==> config.mk <==
export PLATFORM = sky130hd
export DESIGN_NAME = ompd_fifo
export DESIGN_NICKNAME = d
export VERILOG_FILES = /design/src/rtl/ompd_pkg.sv /design/src/rtl/ompd_fifo.sv
export SDC_FILE = /design/constraint.sdc
export NUM_CORES = 1
export LEC_CHECK = 0
export ABC_CLOCK_PERIOD_IN_PS = 10050
export BUFFER_PORTS_ARGS = -buffer_cell sky130_fd_sc_hd__buf_4
export CORE_ASPECT_RATIO = 1.1
export CORE_UTILIZATION = 45
export DETAILED_ROUTE_END_ITERATION = 10
export PLACE_DENSITY = 0.69
export SYNTH_ARGS = -nofsm -noshare
export SYNTH_HDL_FRONTEND = slang
export SYNTH_SLANG_ARGS = --single-unit
export TNS_END_PERCENT = 10
==> constraint.sdc <==
create_clock -name clk -period 10.05 [get_ports clk]
set_input_delay 2.5125 -clock clk [delete_from_list [all_inputs] [get_ports clk]]
set_output_delay 2.5125 -clock clk [all_outputs]
set_load 0.02 [all_outputs]
==> src/rtl/ompd_pkg.sv <==
// Shared constants, codes and types for the occupancy map min-pooling downscaler.
package ompd_pkg;

  // Sizing of the line store and the block counters.
  localparam int OUT_WIDTH_MAX = 1024;
  localparam int ADDR_W        = $clog2(OUT_WIDTH_MAX);
  localparam int OCOL_W        = $clog2(OUT_WIDTH_MAX + 1);
  localparam int BLOCK_MAX     = 16;
  localparam int MAG_W         = 5;
  localparam int BIDX_W        = $clog2(BLOCK_MAX);
  localparam int MAP_LIMIT     = 16384;
  localparam int MAP_W         = 15;
  localparam int CELL_W        = 14;
  localparam int OROW_W        = 15;

  // Payload widths.
  localparam int COLOR_W = 16;
  localparam int PIX_X_W = 10;
  localparam int PIX_Y_W = 14;
  localparam int CODE_W  = 8;

  // Output queue: three slots, indexed 0 to 2.
  localparam logic [1:0] OUTQ_LAST_SLOT = 2'd2;

  // Configuration port.
  localparam int CFG_IDX_W  = 3;
  localparam int CFG_DATA_W = 16;

  localparam logic [CFG_IDX_W-1:0] REG_BLOCK_SIZE     = 3'd0;
  localparam logic [CFG_IDX_W-1:0] REG_MAP_WIDTH      = 3'd1;
  localparam logic [CFG_IDX_W-1:0] REG_MAP_HEIGHT     = 3'd2;
  localparam logic [CFG_IDX_W-1:0] REG_COLOR_UNKNOWN  = 3'd3;
  localparam logic [CFG_IDX_W-1:0] REG_COLOR_FREE     = 3'd4;
  localparam logic [CFG_IDX_W-1:0] REG_COLOR_OCCUPIED = 3'd5;

  localparam logic [MAG_W-1:0]   RST_BLOCK_SIZE     = 5'd8;
  localparam logic [MAP_W-1:0]   RST_MAP_WIDTH      = 15'd1024;
  localparam logic [MAP_W-1:0]   RST_MAP_HEIGHT     = 15'd1024;
  localparam logic [COLOR_W-1:0] RST_COLOR_UNKNOWN  = 16'd65535;
  localparam logic [COLOR_W-1:0] RST_COLOR_FREE     = 16'd50712;
  localparam logic [COLOR_W-1:0] RST_COLOR_OCCUPIED = 16'd0;

  // Occupancy codes.
  localparam logic signed [CODE_W-1:0] CELL_UNKNOWN  = -8'sd1;
  localparam logic signed [CODE_W-1:0] CELL_FREE     = 8'sd0;
  localparam logic signed [CODE_W-1:0] CELL_OCCUPIED = 8'sd1;

  // One finished pixel as it sits in the output queue.
  typedef struct packed {
    logic [COLOR_W-1:0] pixel;
    logic [PIX_X_W-1:0] x;
    logic [PIX_Y_W-1:0] y;
    logic               last;
  } out_item_t;

  // Work handed from the accept stage to the merge stage.
  typedef struct packed {
    logic               wr;
    logic               emit;
    logic               use_store;
    logic               fwd;
    logic [COLOR_W-1:0] fwd_data;
    logic [COLOR_W-1:0] partial;
    logic [ADDR_W-1:0]  addr;
    logic [PIX_Y_W-1:0] y;
    logic               last;
  } stage_t;

endpackage

==> src/rtl/ompd_fifo.sv <==
// Three-entry output queue of finished pixels.
module ompd_fifo
  import ompd_pkg::*;
(
  input  logic      clk,
  input  logic      rst,
  input  logic      push,
  input  out_item_t push_item,
  input  logic      pop,
  output logic      head_valid,
  output out_item_t head_item,
  output logic [1:0] count
);

  out_item_t  slots [3];
  logic [1:0] wr_ptr;
  logic [1:0] rd_ptr;
  logic       do_pop;

  assign head_valid = (count != 2'd0);
  assign head_item  = slots[rd_ptr];
  assign do_pop     = pop && head_valid;

  always_ff @(posedge clk) begin
    if (rst) begin
      wr_ptr <= '0;
      rd_ptr <= '0;
      count  <= '0;
    end else begin
      if (push) begin
        wr_ptr <= (wr_ptr == OUTQ_LAST_SLOT) ? 2'd0 : wr_ptr + 2'd1;
      end
      if (do_pop) begin
        rd_ptr <= (rd_ptr == OUTQ_LAST_SLOT) ? 2'd0 : rd_ptr + 2'd1;
      end
      count <= count + {1'b0, push} - {1'b0, do_pop};
    end
  end

  always_ff @(posedge clk) begin
    if (push) begin
      slots[wr_ptr] <= push_item;
    end
  end

  // A full queue never takes a pixel unless one leaves in the same cycle.
  a_no_overflow: assert property (@(posedge clk) disable iff (rst)
    !(push && !do_pop && count == 2'd3))
    else $error("output queue overflow");

  // A push on its own grows the queue by one entry.
  a_count_up: assert property (@(posedge clk) disable iff (rst)
    (push && !do_pop) |=> (count == $past(count) + 2'd1))
    else $error("output queue count did not grow on a push");

  // A pop on its own shrinks the queue by one entry.
  a_count_down: assert property (@(posedge clk) disable iff (rst)
    (do_pop && !push) |=> (count == $past(count) - 2'd1))
    else $error("output queue count did not shrink on a pop");

endmodule

# == Word level (Yosys, flattened, before mapping) ==
# Memories as Yosys holds them, arrays and structs flattened. A register that Yosys moved wholly into a read port is not among the register bits.
# Cells that the tools add are included.
# totals
n_memories,1
ram_bits,123
latchBits,0
input_bits,45
register_bits,6
wordCells,18
rom_bits,0
# mem_list
name,depth,word_bits,read_ports,rd_clocked_by_memory_dff,write_ports,line,text
slots,3,41,1,1,1,ompd_fifo.sv:15,out_item_t slots [3];
# classes
shifts,0
n_mux,6
n_reduce_logical,2
addsub,4
mul,0
n_lt_le_gt_ge,0
n_eq_ne,2
bitwise_logic,0
div_mod_pow,0
# op_table
operator,count
$mux 2,4
$add 2x1->2 const B,2
$eq 2x2->1 const B,2
$add 2x1->2,1
$mux 1,2
$reduce_bool 2->1,1
$sub 2x1->2,1
$logic_and 1x1->1,1

# == Longest topological paths before layout ==
# logic_depth
ltp_word,4
depth_mapped,5
depth_no_buf,5

# == Worst setup path after synthesis ==
# OpenSTA, ideal clock, no wires.
# synth_timing
path_type,input-to-reg
from,input port push
to,"memory slots[0][0] (netlist name), enable pin"
path_slack_ns,3.979
path_stages,1
path_buffers,0
arrival_time_ns,5.570
cell_sequence,nor3b_1
# synth_via
elab_chain_cells,2
# synth_rtl
element,line,text
start: declaration,ompd_fifo.sv:7,"input logic push,"
$mux 1,ompd_fifo.sv:41,if (push) begin
$mux 1 (implied by the code),ompd_fifo.sv:42,slots[wr_ptr] <= push_item;
end: declaration,ompd_fifo.sv:15,
# No other way between the ends.

==> summary.txt <==
Yosys
  • Most common cell in the synthesized netlist: edfxtp_1
  • FFs w/ async S/R, synth: 0%
  • Post-Synth XOR/XNOR Area: 0%
  • Mean area per synthesized cell: 16.3 um^2
  • Area contributors post-synth: edfxtp_1, mux2i_1, o21ai_0
  • Mux cell area share after synthesis: 9.10%
  • Cell count after synthesis: 298
  • Area leader, netlist: edfxtp_1
  • Post-synthesis register bit count: 131
  • Top-area cell type share of the netlist area: 75.9%
  • Largest family of logic cells by synthesized area: multiplexers
  • Top cells by count, synth: edfxtp_1, nand2_1, mux2i_1, o21ai_0, clkbuf_1
  • Synth Area in Compound Gates: 5.01%
  • Primary FF master, synth: edfxtp_1
  • Number of synthesized flops with an enable pin: 123
  • Net Count, Synth: 344
  • Adder-cell share of the synthesized area: 0.257%
  • Mapped cell area: 0.00487 mm^2
  • Post-Synth Simple-Gate Area: 4.78%
  • Yosys cell types: 19
  • Register area share after synthesis: 79.2%
  • Synth warn: 0

CTS
  • Root buf cell: clkbuf_16
  • Post-CTS Setup Inserts: 0
  • H-tree depth: 4
  • Post-CTS sizing: 0
  • Clock transition at path regs: 0.05 ns
  • Sink Count: 131
  • # hold bufs at CTS: 0
  • Later-pin clock latency in the skew report: 0.40 ns
  • Clock Path Buffers: 2
  • Number of CTS-inserted buffers: 17
  • TritonCTS clock tree: built

Placed design
  • Dpl hpwl: 4960 um
  • Post-Place Cells: 519
  • IO Port Bufs: 88
  • Routability cong.: 0.665

Worst hold path
  • Hold Crit Class: flip-flop to flip-flop

Power and ir drop
  • Switching Share: 20.9%
  • Part of the power in the clock network: 44.0%
  • PD cells: 214 mW/mm^2
  • Max IR drop VDD: 0.114 mV
  • Leak Pwr: 2.18 nW
  • Seq pwr share: 47.2%
  • Internal power: 1.06 mW
  • Comb pwr share: 8.9%
  • Sw Pwr: 281 uW

Setup path
  • Slowest stage cell, crit path: dfxtp_2
  • Worst setup EP type: primary output
  • Most frequent CP cell: buf_4
  • WP data required: 7.54 ns
  • Crit Path Class: flip-flop to primary output
  • Worst-path fanout max: 27
  • FF-to-FF setup slack: 7.88 ns
  • CP startpoint kind: flip-flop
  • Worst Path Arrival: 2.18 ns
  • Critical path, cell by cell: buf_4, mux2i_1, o21ai_0, buf_4
  • Slowest stage delay, CP: 0.62 ns

Route
  • DRC: 0
  • Vias: 2667
  • Antenna Violating Nets Remaining: 0
  • Wire per inst: 15.3 um
  • Via density: 4.84
  • DRT Wirelength: 8440 um
  • 1st-pass router iterations: 4
  • Iteration-0 DRC Markers: 102

Layout
  • Post-route insts no fill: 551
  • Area of the multi-input gates: 952 um^2
  • Antenna Cells: 0
  • Fraction of layout cells with a size suffix above 1: 31.9%
  • Fillers: 848
  • Seq. cell area: 0.00386 mm^2
  • Area grow syn2layout: 29.0%
  • Layout Nets: 441

Timing
  • Min Tclk post-route: 4.70 ns
  • Final setup viols: 0
  • Clock skew: 0.00692 ns
  • Rel. slew slack: 24.6%
  • RSZ-0062 raised after global routing: false
  • Setup TNS: 0 ns
  • Pins over their slew limit: 0
  • Maximum clock frequency: 213 MHz
  • Final Cycle Share: 46.7%
  • Actual slew at the worst max-slew pin: 1.13 ns
  • Final hold violations: 0

Floorplanning
  • Initial Utilization: 46.6%
  • Die boundary width: 101 um
  • Area of the core: 0.0104 mm^2
  • Die H: 111 um
  • Die area: 0.0112 mm^2
  • IO Pins: 89
  • Core Rows: 39

Run
  • Total of max-cap violations: 0

Global route
  • Largest net degree at the start of global routing: 83
  • Overall routing resource usage: 16.4%
  • Initial antenna violation count: 0
  • Vias in the first global route: 2729
  • Global route overflow: 0
  • First-pass GRT wire length: 13400 um

Outcome
  • Outcome: finished, final reports clean
## area by class of cell
cell class                 count  share of cell area (%)
tap                          143                    2.85
multi-input combinational    150                    15.2
clock buffer                  24                    7.67
inverter                       2                   0.120
sequential                   131                    61.4
clock inverter                 8                    1.63
timing repair buffer          93                    11.1
## metrics by stage
stage | instance area [um^2] | power (mW) | hold WS (ns) | utilization [%] | setup WS (ns)
floorplan | 4870 | 0.706 | 0.462 | - | 3.98
global placement | 5690 | 0.761 | 0.461 | 54.5 | 5.56
detailed placement | 5690 | 0.764 | 0.490 | 54.5 | 5.53
CTS | 6280 | 1.36 | 0.503 | 60.1 | 5.31
global route | 6280 | 1.39 | 0.523 | 60.1 | 5.17
finish | 6280 | 1.34 | 0.500 | 60.1 | 5.35
## worst paths after layout
| path | from | end | depth (start not counted) |
|---|---|---|---|
| max | flip-flop | head_item[9] | 4 |
| min | rd_ptr[0]$_SDFFE_PP0P_ | rd_ptr[0]$_SDFFE_PP0P_ | 2 |
| max reg2reg | wr_ptr[1]$_SDFFE_PP0P_ | slots[0][11]$_DFFE_PP_ | 2 |
| min reg2reg | rd_ptr[0]$_SDFFE_PP0P_ | rd_ptr[0]$_SDFFE_PP0P_ | 2 |
## layout by cell type (no fill, tap or decap), types with 2 or more instances in the layout
master,n
buf_4,93
edfxtp_1,123
mux2_2,2
clkinv_4,2
bufinv_16,2
nor2_1,3
nor2_4,2
inv_1,2
o21ai_0,42
clkinv_2,2
a21oi_1,5
clkinvlp_4,2
nand2_1,46
clkbuf_1,4
nor2b_1,2
clkbuf_16,17
dfxtp_2,2
mux2i_1,42
dfxtp_1,6
clkbuf_8,3
## kinds of logic after synthesis
group                      Yosys count
AOI/OAI and AO/OA                   48
adders and majority gates            1
buffers and inverters               17
DFF                                131
muxes                               44
and+or+nand+nor                     57
## critical path: cells and delay by family, from the launching register on
family,cells,cell delay [ns]
AOI/OAI and AO/OA,1,0.28
buffers and inverters,2,0.72
DFF,1,0.62
muxes,1,0.14
## metal layers
layer	routed length [um]	vias up	GRT usage [%]	share of wire, %
met1	3630	1282	19.7	43
met5	0	-	0	0
met2	4240	63	26.7	50
met3	446	12	5.55	5.3
li1	-	1310	-	-
met4	112	0	6.96	1.3
## flip-flops by register name, indices dropped and copies added (netlist names), named ones only
signal  cells
slots     123
count       2
rd_ptr      2
wr_ptr      2
## power by group through the flow
stage / registers (mW) / logic (mW) / clock network, mW
floorplan: 0.641 / 0.0646 / 0
global placement: 0.642 / 0.119 / 0
detailed placement: 0.644 / 0.121 / 0
CTS: 0.632 / 0.121 / 0.603
global route: 0.634 / 0.129 / 0.629
finish: 0.632 / 0.119 / 0.589
(Power assumes the default switching activity.)
