## src/rtl/ompd_pkg.sv

```systemverilog
// Shared constants, codes and types for the occupancy map min-pooling downscaler.
package ompd_pkg;

  // Sizing of the line store and the block counters.
  localparam int OUT_WIDTH_MAX = 1024;
  localparam int ADDR_W        = $clog2(OUT_WIDTH_MAX);
  localparam int OCOL_W        = $clog2(OUT_WIDTH_MAX + 1);
  localparam int BLOCK_MAX     = 16;
  localparam int MAG_W         = 5;
  localparam int BIDX_W        = $clog2(BLOCK_MAX);
  localparam int MAP_LIMIT     = 16384;
  localparam int MAP_W         = 15;
  localparam int CELL_W        = 14;
  localparam int OROW_W        = 15;

  // Payload widths.
  localparam int COLOR_W = 16;
  localparam int PIX_X_W = 10;
  localparam int PIX_Y_W = 14;
  localparam int CODE_W  = 8;

  // Output queue: three slots, indexed 0 to 2.
  localparam logic [1:0] OUTQ_LAST_SLOT = 2'd2;

  // Configuration port.
  localparam int CFG_IDX_W  = 3;
  localparam int CFG_DATA_W = 16;

  localparam logic [CFG_IDX_W-1:0] REG_BLOCK_SIZE     = 3'd0;
  localparam logic [CFG_IDX_W-1:0] REG_MAP_WIDTH      = 3'd1;
  localparam logic [CFG_IDX_W-1:0] REG_MAP_HEIGHT     = 3'd2;
  localparam logic [CFG_IDX_W-1:0] REG_COLOR_UNKNOWN  = 3'd3;
  localparam logic [CFG_IDX_W-1:0] REG_COLOR_FREE     = 3'd4;
  localparam logic [CFG_IDX_W-1:0] REG_COLOR_OCCUPIED = 3'd5;

  localparam logic [MAG_W-1:0]   RST_BLOCK_SIZE     = 5'd8;
  localparam logic [MAP_W-1:0]   RST_MAP_WIDTH      = 15'd1024;
  localparam logic [MAP_W-1:0]   RST_MAP_HEIGHT     = 15'd1024;
  localparam logic [COLOR_W-1:0] RST_COLOR_UNKNOWN  = 16'd65535;
  localparam logic [COLOR_W-1:0] RST_COLOR_FREE     = 16'd50712;
  localparam logic [COLOR_W-1:0] RST_COLOR_OCCUPIED = 16'd0;

  // Occupancy codes.
  localparam logic signed [CODE_W-1:0] CELL_UNKNOWN  = -8'sd1;
  localparam logic signed [CODE_W-1:0] CELL_FREE     = 8'sd0;
  localparam logic signed [CODE_W-1:0] CELL_OCCUPIED = 8'sd1;

  // One finished pixel as it sits in the output queue.
  typedef struct packed {
    logic [COLOR_W-1:0] pixel;
    logic [PIX_X_W-1:0] x;
    logic [PIX_Y_W-1:0] y;
    logic               last;
  } out_item_t;

  // Work handed from the accept stage to the merge stage.
  typedef struct packed {
    logic               wr;
    logic               emit;
    logic               use_store;
    logic               fwd;
    logic [COLOR_W-1:0] fwd_data;
    logic [COLOR_W-1:0] partial;
    logic [ADDR_W-1:0]  addr;
    logic [PIX_Y_W-1:0] y;
    logic               last;
  } stage_t;

endpackage

```

## src/rtl/ompd_div.sv

```systemverilog
// Restoring divider, one quotient bit per cycle, for the output image size.
module ompd_div
  import ompd_pkg::*;
(
  input  logic             clk,
  input  logic             rst,
  input  logic             start,
  input  logic [MAP_W-1:0] dividend,
  input  logic [MAG_W-1:0] divisor,
  output logic             busy,
  output logic [MAP_W-1:0] quotient
);

  logic [MAG_W-1:0]         rem;
  logic [MAG_W-1:0]         dsr;
  logic [$clog2(MAP_W)-1:0] cnt;
  logic [MAG_W-1:0]         trial;
  logic                     ge;

  // The remainder stays below the divisor (at most 16), so four bits shift up.
  assign trial = {rem[MAG_W-2:0], quotient[MAP_W-1]};
  assign ge    = (trial >= dsr);

  always_ff @(posedge clk) begin
    if (rst) begin
      busy <= 1'b0;
      cnt  <= '0;
    end else if (start) begin
      busy <= 1'b1;
      cnt  <= ($clog2(MAP_W))'(MAP_W - 1);
    end else if (busy) begin
      if (cnt == '0) begin
        busy <= 1'b0;
      end else begin
        cnt <= cnt - 1'b1;
      end
    end
  end

  always_ff @(posedge clk) begin
    if (start) begin
      quotient <= dividend;
      rem      <= '0;
      dsr      <= divisor;
    end else if (busy) begin
      rem      <= ge ? (trial - dsr) : trial;
      quotient <= {quotient[MAP_W-2:0], ge};
    end
  end

endmodule

```

## config.mk

```make
export PLATFORM = sky130hd
export DESIGN_NAME = ompd_div
export DESIGN_NICKNAME = d
export VERILOG_FILES = /design/src/rtl/ompd_pkg.sv /design/src/rtl/ompd_div.sv
export SDC_FILE = /design/constraint.sdc
export NUM_CORES = 1
export LEC_CHECK = 0
export ABC_CLOCK_PERIOD_IN_PS = 1750
export BUFFER_PORTS_ARGS = -buffer_cell sky130_fd_sc_hd__buf_2
export CORE_ASPECT_RATIO = 0.7
export CORE_MARGIN = 8
export CORE_UTILIZATION = 30
export CTS_CLUSTER_SIZE = 10
export DETAILED_ROUTE_END_ITERATION = 16
export GPL_TIMING_DRIVEN = 0
export SLEW_MARGIN = 20
export SYNTH_ARGS = -nofsm -noshare
export SYNTH_HDL_FRONTEND = slang
export SYNTH_SLANG_ARGS = --single-unit
```

## constraint.sdc

```tcl
create_clock -name clk -period 1.75 [get_ports clk]
set_clock_uncertainty 0.05 [all_clocks]
set_input_delay 0.175 -clock clk [delete_from_list [all_inputs] [get_ports clk]]
set_output_delay 0.175 -clock clk [all_outputs]
set_load 0.01 [all_outputs]
```

After elaboration in Yosys (flattened, before gate mapping)

Cells that the tools add are included.
Widths: inputs -> output; s select.

$add $sub $neg: 2
Bitwise operators: 1
Multiply operators: 0
Order comparisons: 1
Div/mod/pow operators: 0
Equality and inequality tests: 1
Reduce and logical (&&, ||, !) cells: 5
Muxes and demuxes: 9
Shift operators: 0

Operator list:

| operator            | count |
|---|---|
| $mux 15             | 2 |
| $mux 4              | 4 |
| $ge 5x5->1          | 1 |
| $logic_not 4->1     | 1 |
| $reduce_and 2->1    | 2 |
| $sub 4x1->4 const B | 1 |
| $sub 4x4->4         | 1 |
| $mux 1              | 3 |
| $ne 2x2->1 const B  | 1 |
| $reduce_bool 2->1   | 1 |
| $reduce_or 2->1     | 1 |
| $not 1->1           | 1 |

Memory bits (read-only): 0
Bits in writable memories: 0
Logic and storage cells: 25
Memories kept: 0
Bits in registers: 29
Output and inout port bits: 16
Input bits: 23
Latch bits: 0

Longest topological paths before layout

Gate-level depths: netlist of the first run.

Depth in word-level cells: 4
Gate-level depth with buffers: 6
Gate-level depth less buffers: 6

Worst setup path after synthesis of the first run

Ideal clock, no wire load.

Kind: reg-to-reg
Start point: register quotient[14]
End point: register rem[1]
Slack: -21 ps
Period minus slack after synthesis: 1771 ps
Setup time: 117 ps
Path buffers: 0
Cell stages (with the launch flop): 7
Data arrival time: 1604 ps
Data required time: 1583 ps
Path through: edfxtp_1 inv_1 ha_1 a311oi_1 and3_4 o21ai_0 a32o_1

Cells in the longest elaborated chain, start to end: 2
Elaborated cells on any way between the ends: 3
Those cells by class: add/sub: 1; order compare: 1; mux: 1

RTL lines:

| item                                      | RTL line                       | source |
|---|---|---|
| start: declaration                        | ompd_div.sv:11                 | `output logic [MAP_W-1:0] quotient` |
| start signal: assignment                  | ompd_div.sv:42                 | `quotient <= dividend;` |
| start signal: assignment                  | ompd_div.sv:47                 | `quotient <= {quotient[MAP_W-2:0], ge};` |
| $sub 4x4->4 or $ge 5x5->1 (tied branches) | ompd_div.sv:46, ompd_div.sv:22 |  |
| $mux 4 *                                  | ompd_div.sv:46                 | `rem <= ge ? (trial - dsr) : trial;` |
| end signal: assignment                    | ompd_div.sv:46                 |  |
| end: declaration                          | ompd_div.sv:14                 | `logic [MAG_W-1:0] rem;` |

Mark *: on every way between the ends. The rest lies on a longest branch, timed or not.
A chain may end at the register's enable or synchronous reset.

Worst setup path in the final report of the first run

Start point: register dsr[0]
End point: register rem[0]

Cells in the longest elaborated chain, start to end: 2
Elaborated cells on any way between the ends: 3
Those cells by class: add/sub: 1; order compare: 1; mux: 1

RTL lines:

| item                                      | RTL line                       | source |
|---|---|---|
| start: declaration                        | ompd_div.sv:15                 | `logic [MAG_W-1:0] dsr;` |
| start signal: assignment                  | ompd_div.sv:44                 | `dsr <= divisor;` |
| $sub 4x4->4 or $ge 5x5->1 (tied branches) | ompd_div.sv:46, ompd_div.sv:22 |  |
| $mux 4 *                                  | ompd_div.sv:46                 |  |

Marks and branches as above.

==> summary.md, run 1 <==
| Metric | Value |
|---|---|
| Status | `complete, but fails checks` |
| Failing checks | `negative setup slack` |
| First-pass GRT wire length | `5.24 mm` |
| Setup_tns | `-0.0147 ns` |
| Clock buffer depth | `2` |
| Placeable Area | `4650 µm²` |
| Synth Area in Adders | `0.0761` |
| Most common library cells after synthesis | `20 x edfxtp_1, 14 x mux2_2, 10 x inv_1` |
| RSZ-0062 raised after global routing | `true` |
| Placement Cell Area | `1680 µm²` |
| Yosys reg bits | `29` |
| Post-Synth Simple-Gate Area | `0.0850` |
| Residual DRC count | `0` |
| Sequential fraction of the synthesis area | `0.552` |
| PortBufs | `38` |
| Setup-failing EPs final | `1` |
| Async SR Flop Fraction | `0` |
| Crit-path max cell delay | `0.41 ns` |
| Post-layout minimum cycle time | `1.76 ns` |
| Antenna violations before repair | `0` |
| Sink Count | `29` |
| Largest net degree at the start of global routing | `16` |
| Worst path slowest cell | `edfxtp_1` |
| Clk pin slew, worst setup/hold paths | `0.07 ns` |
| Synth top area share | `0.425` |
| Reg2Reg Depth | `5` |
| 1st-iter DRT viols | `29` |
| Leading area contributor after synthesis | `edfxtp_1` |
| Mapped cell area | `1410 µm²` |
| Drt wl/cell | `14.8 µm` |
| Buf/Inv on CP | `0` |
| Worst Tran Pin Value | `0.371 ns` |
| Die X | `98.1 µm` |
| Max_cap viols | `0` |
| Vias in the first global route | `1135` |
| Clk root buf | `clkbuf_8` |
| Via/cell ratio | `4.66` |
| Synth Instances | `112` |
| CTS tree | `yes` |
| WHS | `0.0159 ns` |
| Routability cong. | `0.775` |
| Main combinational cell family by area after synthesis | `compound AO/OA/AOI/OAI gates` |
| Total Routed Length | `3.23 mm` |
| ANT nets after route | `0` |
| Worst setup EP type | `register` |
| Register-to-register setup slack | `-0.01 ns` |
| GRT Total Usage | `0.0954` |
| Antenna Cells | `0` |
| WP data required | `1.90 ns` |
| Layout Nets | `192` |
| CP Max Fanout | `5` |
| Worst setup margin | `-0.0147 ns` |
| Max-slew violations | `0` |
| Placement Rows | `21` |
| P&R area growth vs syn | `33.2%` |
| Worst Hold End | `dsr[4]` |
| Htree depth | `2` |
| Post-synthesis xor/xnor area fraction | `0.0248` |
| Hold Vio Cnt, Final | `0` |
| Peak supply drop | `0.000493 V` |
| Finished Cell Area | `1880 µm²` |
| Top-count cell post-synth | `edfxtp_1` |
| Clock Latency Late Sink | `0.28 ns` |
| R2R Path End | `rem[0]` |
| Mux contribution to synthesized area | `0.112` |
| FF-to-FF Start | `dsr[0]` |
| Initial Util | `0.304` |
| Worst min path class | `in2reg` |
| WL met2 | `1.46 mm` |
| Hold_sp | `divisor[4]` |
| P per Cell Area | `973 nW/µm²` |
| Final worst path period share | `1.01` |
| Layout cells sized above 1 | `0.519` |
| Maximum clock frequency | `0.567 GHz` |
| Met1 Wirelength | `1.49 mm` |
| Critical path cell sequence | `ha_4 > a311oi_4 > and3_4 > or3_4 > a311oi_2` |
| Mean Syn Cell Area | `12.6 µm²` |
| Area contributors post-synth | `edfxtp_1 42%, dfxtp_1 13%, mux2_2 11%` |
| DPL Wire Length | `2.42 mm` |
| Die area | `7200 µm²` |
| CP Launch Type | `register` |
| Top Metal Used | `met4` |
| EDFF count, synth | `20` |
| Die Span Y | `73.4 µm` |
| Yosys warns | `0` |
| Leak | `0.000773 µW` |
| Worst slew margin | `0.752` |
| Prevailing post-synth register cell | `edfxtp_1` |
| Synth cell types | `33` |
| Total CTS buffers | `5` |
| CP Data Arrival Time | `1.91 ns` |
| CP delay by family, top | `simple AND/OR/NAND/NOR gates` |
| Metal3 WL | `256 µm` |
| GRT overflow | `0` |
| Syn nets | `143` |
| Total power | `1830 µW` |
| 1st-pass router iterations | `3` |
| WS Path Type | `reg2reg` |
| Synth Area in Compound Gates | `0.114` |
| Total I/O pin count | `39` |
| Via count | `1020` |
| Hold path depth | `1` |
## placed cells by master, fill, tap and decap left out, drive strengths merged, types with 2 or more instances in the layout
master and count:
o21ai 4, a211o 2, a21oi 7, nor3 2
nand3 5, nand2 3, nor2 3, a311oi 3
buf 44, xor2 2, or2 2, clkinv 2
dfxtp 9, mux2 14, edfxtp 20, inv 9
clkbuf 7, xnor2 2, ha 7, a21o 2
## worst reg2reg max path: stages (launching register included)
cell and delay [ns]:
edfxtp_1 0.41, ha_4 0.32, a311oi_4 0.10, and3_4 0.22
or3_4 0.37, a311oi_2 0.23
## state kept, by name (all words and copies together), names as in the netlist
signal    cells
rem           4
cnt           4
dsr           5
busy          1
quotient     15
## how the worst max path moves through the flow
stage,startpoint,end,depth (start not counted)
final,dsr[0],rem[0],5
after global routing,dsr[1],quotient[0],6
after CTS,dsr[1],quotient[0],6
after detailed placement,dsr[3],quotient[0],6
after global placement,dsr[3],quotient[0],6
after floorplan,quotient[14],rem[1],6
## stage by stage
stage           util  instances  worst slack (ns)
2_1_floorplan      -        112           0.00363
3_3_place_gp   0.362        207            -0.114
3_5_place_dp   0.362        207            -0.165
4_1_cts        0.398        218          0.000303
5_1_grt        0.405        219           -0.0638
6_report       0.405        219           -0.0147
## cell type report
type                            count  area, µm²
Buffer                              3       13.8
Clock buffer                        6       82.6
Clock inverter                      2       13.8
Fill cell                         439       2770
Inverter                           10       41.3
Multi-Input combinational cell     70        659
Sequential cell                    29        781
Tap cell                           57       71.3
Timing Repair Buffer               42        220
## report_power, final
part | internal (µW) | switching [µW]
registers | 812 | 39.0
logic | 201 | 201
clock network | 318 | 261
total | 1330 | 501
## metal layers
metal  track usage  vias up
met5             0        -
met4        0.0361        0
met3        0.0539        2
met2         0.154       28
met1         0.103      477
li1              -      513
## cell families (layout without fill, tap and decap cells)
kind of cell / Yosys count / after routing
AND/OR/NAND/NOR: 21 / 21
buffers and inverters: 13 / 63
flip-flops: 29 / 29
multiplexers: 14 / 14
XOR/XNOR: 4 / 4
AO/OA/AOI/OAI: 23 / 23
adder cells (fa/ha/maj): 8 / 8
## what timing repair did
action	CTS	global route
endpoints found under the setup margin	4	19
hold buffers	0	0
resized for setup	9	5
setup buffers	3	1
pin swaps	3	2
No activity file was read; power rests on OpenSTA's default activity.
==> inputs of run 2 (changes only) <==
ABC_CLOCK_PERIOD_IN_PS = 2300   (was 1750)
BUFFER_PORTS_ARGS = -buffer_cell sky130_fd_sc_hd__clkbuf_2   (was -buffer_cell sky130_fd_sc_hd__buf_2)
clock period = 2.3 ns   (was 1.75 ns; I/O delays follow)
==> summary.md, run 2 (same netlist as run 1, synthesis figures left out) <==
| Metric | Value |
|---|---|
| Commonest non-fill, non-tap cell in the layout | `clkbuf_2` |
| 1st-iter DRT viols | `70 (+140%)` |
| Largest net degree at the start of global routing | `16 (unchanged)` |
| CP delay by family, top | `compound AO/OA/AOI/OAI gates` |
| Finished Layout Cells | `215 (-1.8%)` |
| Htree depth | `2 (unchanged)` |
| Antenna violations before repair | `0 (unchanged)` |
| Post-CTS Setup Inserts | `0 (-3)` |
| Reg with most FFs | `quotient` |
| Via count | `1040 (+2.0%)` |
| Hold Vio Cnt, Final | `0 (unchanged)` |
| Final Core Density | `0.383 (-0.0215)` |
| Buf/Inv on CP | `1 (+1)` |
| Worst slew margin | `0.617 (-0.135)` |
| Setup-failing EPs final | `0 (-1)` |
| CTS tree | `yes` |
| P per Cell Area | `794 nW/µm² (-18%)` |
| Total I/O pin count | `39 (unchanged)` |
| Die area | `7200 µm² (unchanged)` |
| Post_cts resized | `0 (-9)` |
| Placeable Area | `4650 µm² (unchanged)` |
| Post-layout minimum cycle time | `1.90 ns (+0.133 ns)` |
| Residual DRC count | `0 (unchanged)` |
| Routability cong. | `0.820 (+5.9%)` |
| Largest regs | `quotient: 15 flops, dsr: 5 flops` |
| Initial Util | `0.304 (unchanged)` |
| Worst path slowest cell | `edfxtp_1` |
| WS Path Type | `reg2reg` |
| Critical path cell sequence | `inv_1 > ha_1 > a311oi_1 > and3_4 > o21ai_0 > o21a_1` |
| Final worst path period share | `0.825 (-0.183)` |
| Crit-path max cell delay | `0.36 ns (-0.05 ns)` |
| Drt wl/cell | `14.3 µm (-2.8%)` |
| Worst Tran Pin Value | `0.574 ns (+0.203 ns)` |
| Die Span Y | `73.4 µm (unchanged)` |
| CP Launch Type | `register` |
| Maximum clock frequency | `0.527 GHz (-7.0%)` |
| WP data required | `2.28 ns (+0.38 ns)` |
| Total Routed Length | `3.09 mm (-4.6%)` |
| Layout Nets | `188 (-2.1%)` |
| Placement Rows | `21 (unchanged)` |
| WP depth | `6 (+1)` |
| CP Data Arrival Time | `1.88 ns (-0.03 ns)` |
| Worst setup EP type | `register` |
| Vias in the first global route | `1166 (+2.7%)` |
| Max_cap viols | `0 (unchanged)` |
| Layout cells sized above 1 | `0.430 (-0.0881)` |
| P&R area growth vs syn | `26.1%` |
| Sink Count | `29 (unchanged)` |
| Worst min path class | `in2reg` |
| Commonest cells after routing, fill and taps aside | `38 x clkbuf_2, 20 x edfxtp_1, 14 x mux2_2, 10 x inv_1, 9 x dfxtp_1` |
| ANT nets after route | `0 (unchanged)` |
| Peak supply drop | `0.000288 V (-42%)` |
| Leak | `0.000767 µW (-0.77%)` |
| GRT overflow | `0 (unchanged)` |
| Hold_buf cts | `0 (unchanged)` |
| Clock buffer depth | `2 (unchanged)` |
| Antenna Cells | `0 (unchanged)` |
| Max FFs per register | `15 (unchanged)` |
| Clk root buf | `clkbuf_8` |
| Dpl cells | `207 (unchanged)` |
| 1st-pass router iterations | `4 (+1)` |
| Clk pin slew, worst setup/hold paths | `0.07 ns (about the same)` |
| Setup_tns | `0 ns (+0.0147 ns)` |
| Via/cell ratio | `4.84 (+3.9%)` |
| RSZ-0062 raised after global routing | `false` |
| Reg2Reg Depth | `6 (+1)` |
| FILL cells | `446 (+1.6%)` |
| Max-slew violations | `0 (unchanged)` |
| Die X | `98.1 µm (unchanged)` |
| WHS | `0.0773 ns (+0.0613 ns)` |
| Status | `completed` |
| Clock Latency Late Sink | `0.28 ns (about the same)` |
| GRT Total Usage | `0.0939 (-0.00145)` |
| First-pass GRT wire length | `5.26 mm (+0.38%)` |
| DPL Wire Length | `2.40 mm (-0.92%)` |
| Total CTS buffers | `5 (unchanged)` |
| CP Max Fanout | `5 (unchanged)` |
| PortBufs | `38 (unchanged)` |
| Hold path depth | `1 (unchanged)` |
run 2: final timing paths:
| path | startpoint | end | slack (ns) |
|---|---|---|---|
| worst max-delay path | quotient[14] | quotient[0] | 0.40 |
| worst min-delay path | divisor[4] | dsr[4] | 0.08 |
| worst max register to register | quotient[14] | quotient[0] | 0.40 |
| worst min register to register | rem[3] | rem[3] | 0.44 |
run 2: stage by stage:
stage	total power, µW	worst slack [ns]	area [µm²]
6_report	1420	0.402	1780
5_1_grt	1490	0.246	1780
4_1_cts	1430	0.389	1780
3_5_place_dp	912	0.410	1680
3_3_place_gp	901	0.424	1680
2_1_floorplan	820	0.529	1410
run 2: area by class of cell:
type | instances | area (µm²) | share of cell area
Tap cell | 57 | 71.3 | 0.0400
Timing Repair Buffer | 38 | 190 | 0.107
Buffer | 3 | 13.8 | 0.00772
Clock inverter | 2 | 35.0 | 0.0196
Clock buffer | 6 | 72.6 | 0.0407
Multi-Input combinational cell | 70 | 582 | 0.326
Inverter | 10 | 37.5 | 0.0211
Sequential cell | 29 | 781 | 0.438
run 2: metal layers:
layer,up-vias,wire length (µm),share of wire,track usage
met5,-,0,0,0
met4,0,58,0.019,0.0481
met3,7,231,0.075,0.0539
met2,32,1410,0.46,0.150
met1,495,1390,0.45,0.0981
li1,506,-,-,-
run 2: report_power, final:
group	switching [µW]	leakage (µW)	internal [µW]
Combinational	135	0.000438	119
Sequential	28.3	0.000274	618
Clock	194	0.0000552	321
==> inputs of run 3 (changes only) <==
ABC_CLOCK_PERIOD_IN_PS = 1700   (was 2300)
clock period = 1.7 ns   (was 2.3 ns; I/O delays follow)
==> summary.md, run 3 (same netlist as run 1, synthesis figures left out) <==
| Metric | Value |
|---|---|
| Switching power | `544 µW (+52%)` |
| Sink Count | `29 (unchanged)` |
| Leak | `0.000806 µW (+5.1%)` |
| Residual DRC count | `0 (unchanged)` |
| Register-to-register setup slack | `-0.07 ns (-0.47 ns)` |
| FILL cells | `442 (-0.90%)` |
| Worst Hold End | `dsr[2]` |
| Max_cap viols | `0 (unchanged)` |
| CP Data Arrival Time | `1.91 ns (+0.03 ns)` |
| P per Cell Area | `1070 nW/µm² (+35%)` |
| Final Core Density | `0.419 (+0.0361)` |
| Critical path cell sequence | `ha_4 > a311oi_4 > and3_4 > or3_4 > a311oi_2` |
| Total I/O pin count | `39 (unchanged)` |
| First-pass GRT wire length | `5.62 mm (+6.8%)` |
| Die area | `7200 µm² (unchanged)` |
| Commonest non-fill, non-tap cell in the layout | `clkbuf_2` |
| Total power | `2080 µW (+47%)` |
| Buf/Inv on CP | `0 (-1)` |
| Drt wl/cell | `15.1 µm (+5.4%)` |
| Commonest cells after routing, fill and taps aside | `38 x clkbuf_2, 20 x edfxtp_1, 14 x mux2_2, 8 x dfxtp_1, 8 x buf_4` |
| Placement Cell Area | `1690 µm² (+1.1%)` |
| Max-slew violations | `0 (unchanged)` |
| Antenna Cells | `0 (unchanged)` |
| ANT nets after route | `0 (unchanged)` |
| Status | `complete, but fails checks` |
| Clock buffer depth | `2 (unchanged)` |
| Hold_buf cts | `0 (unchanged)` |
| Maximum clock frequency | `0.566 GHz (+7.4%)` |
| WS Path Type | `reg2reg` |
| Failing checks | `negative setup slack` |
| Placement Rows | `21 (unchanged)` |
| Worst min path class | `in2reg` |
| Routability cong. | `0.818 (-0.23%)` |
| Via/cell ratio | `4.83 (-0.25%)` |
| GRT overflow | `0 (unchanged)` |
| Area of the multi-input gates | `672 µm² (+15%)` |
| Hold_sp | `divisor[2]` |
| RSZ-0062 raised after global routing | `true` |
| WP data required | `1.84 ns (-0.44 ns)` |
| Setup-failing EPs final | `4 (+4)` |
| Finished Cell Area | `1950 µm² (+9.4%)` |
| GRT Total Usage | `0.100 (+0.00634)` |
| WHS | `0.0162 ns (-0.0610 ns)` |
| P&R area growth vs syn | `38.0%` |
| Post-layout minimum cycle time | `1.77 ns (-0.131 ns)` |
| Worst Tran Pin Value | `0.397 ns (-0.176 ns)` |
| Register area | `782 µm² (+0.16%)` |
| Initial Util | `0.304 (unchanged)` |
| Antenna violations before repair | `0 (unchanged)` |
| Sequential power share | `0.422 (-0.035)` |
| R2R Path End | `rem[0]` |
| Clk pin slew, worst setup/hold paths | `0.07 ns (about the same)` |
| Clk pwr share | `0.363 (about the same)` |
| Layout Nets | `196 (+4.3%)` |
| 1st-iter DRT viols | `42 (-40%)` |
| Crit-path max cell delay | `0.42 ns (+0.06 ns)` |
| Worst path slowest cell | `edfxtp_1` |
| Clock Latency Late Sink | `0.28 ns (about the same)` |
| CP Max Fanout | `5 (unchanged)` |
| Die Span Y | `73.4 µm (unchanged)` |
| DPL Wire Length | `2.42 mm (+0.80%)` |
| Setup_tns | `-0.109 ns (-0.109 ns)` |
| Worst setup EP type | `register` |
| Final worst path period share | `1.04 (+0.214)` |
| Largest regs | `quotient: 15 flops, dsr: 5 flops` |
| Hold path depth | `1 (unchanged)` |
| 1st-pass router iterations | `4 (unchanged)` |
| Peak supply drop | `0.000485 V (+69%)` |
| Largest net degree at the start of global routing | `11 (-5)` |
| FF-to-FF Start | `dsr[0]` |
| PortBufs | `38 (unchanged)` |
| Logic pwr share | `0.215 (+0.036)` |
| Sw frac | `0.261 (+0.00878)` |
| Reg with most FFs | `quotient` |
| Hold Vio Cnt, Final | `0 (unchanged)` |
| CP Launch Type | `register` |
| Max FFs per register | `15 (unchanged)` |
| Placeable Area | `4650 µm² (unchanged)` |
| Htree depth | `2 (unchanged)` |
| Worst slew margin | `0.735 (+0.118)` |
| Die X | `98.1 µm (unchanged)` |
| Layout cells sized above 1 | `0.554 (+0.124)` |
| CTS tree | `yes` |
| Clk root buf | `clkbuf_8` |
| Vias in the first global route | `1200 (+2.9%)` |
| Power Internal | `1540 µW (+45%)` |
| Total Routed Length | `3.37 mm (+9.3%)` |
| Total CTS buffers | `5 (unchanged)` |
| Reg2Reg Depth | `5 (-1)` |
| CP delay by family, top | `simple AND/OR/NAND/NOR gates` |
| Via count | `1076 (+3.5%)` |
| Worst setup margin | `-0.0675 ns (-0.469 ns)` |
## run 3: worst max path at each step
stage | start | end | slack, ns | cells past startpoint
floorplan | quotient[14] | rem[0] | -0.01 | 6
detailed placement | dsr[3] | quotient[0] | -0.16 | 6
CTS | dsr[0] | rem[0] | -0.05 | 5
finish | dsr[0] | rem[0] | -0.07 | 5
global route | dsr[0] | rem[0] | -0.14 | 5
global placement | dsr[3] | quotient[0] | -0.17 | 6
## run 3: repair_timing
| item | in CTS | in global routing |
|---|---|---|
| resized for setup | 13 | 6 |
| pin swaps | 7 | 3 |
| setup buffers | 8 | 0 |
| endpoints found under the setup margin | 19 | 6 |
## run 3: power groups by stage
stage | sequential [µW] | combinational, µW | clock [µW]
3_5_place_dp | 891 | 358 | 0
4_1_cts | 879 | 425 | 777
6_report | 878 | 448 | 757
3_3_place_gp | 888 | 346 | 0
5_1_grt | 887 | 495 | 813
2_1_floorplan | 903 | 217 | 0
## run 3: cell type report
cell class / instances / area share
multi-input combinational: 70 / 0.344
clock inverter: 2 / 0.0192
inverter: 10 / 0.0212
clock buffer: 6 / 0.0423
tap: 57 / 0.0366
sequential: 29 / 0.401
timing repair buffer: 46 / 0.128
buffer: 3 / 0.00706
## run 3: per-stage QoR
step	cells	setup WS (ns)
after detailed placement	207	-0.160
after CTS	223	-0.0457
after global routing	223	-0.141
final	223	-0.0675
after floorplan	112	-0.0106
after global placement	207	-0.166
## run 3: per-layer routing
| layer | share of wire | global-route usage | vias up |
|---|---|---|---|
| li1 | - | - | 522 |
| met1 | 0.45 | 0.113 | 522 |
| met2 | 0.49 | 0.166 | 28 |
| met3 | 0.055 | 0.0397 | 4 |
| met4 | 0.011 | 0.0464 | 0 |
| met5 | 0 | 0 | - |
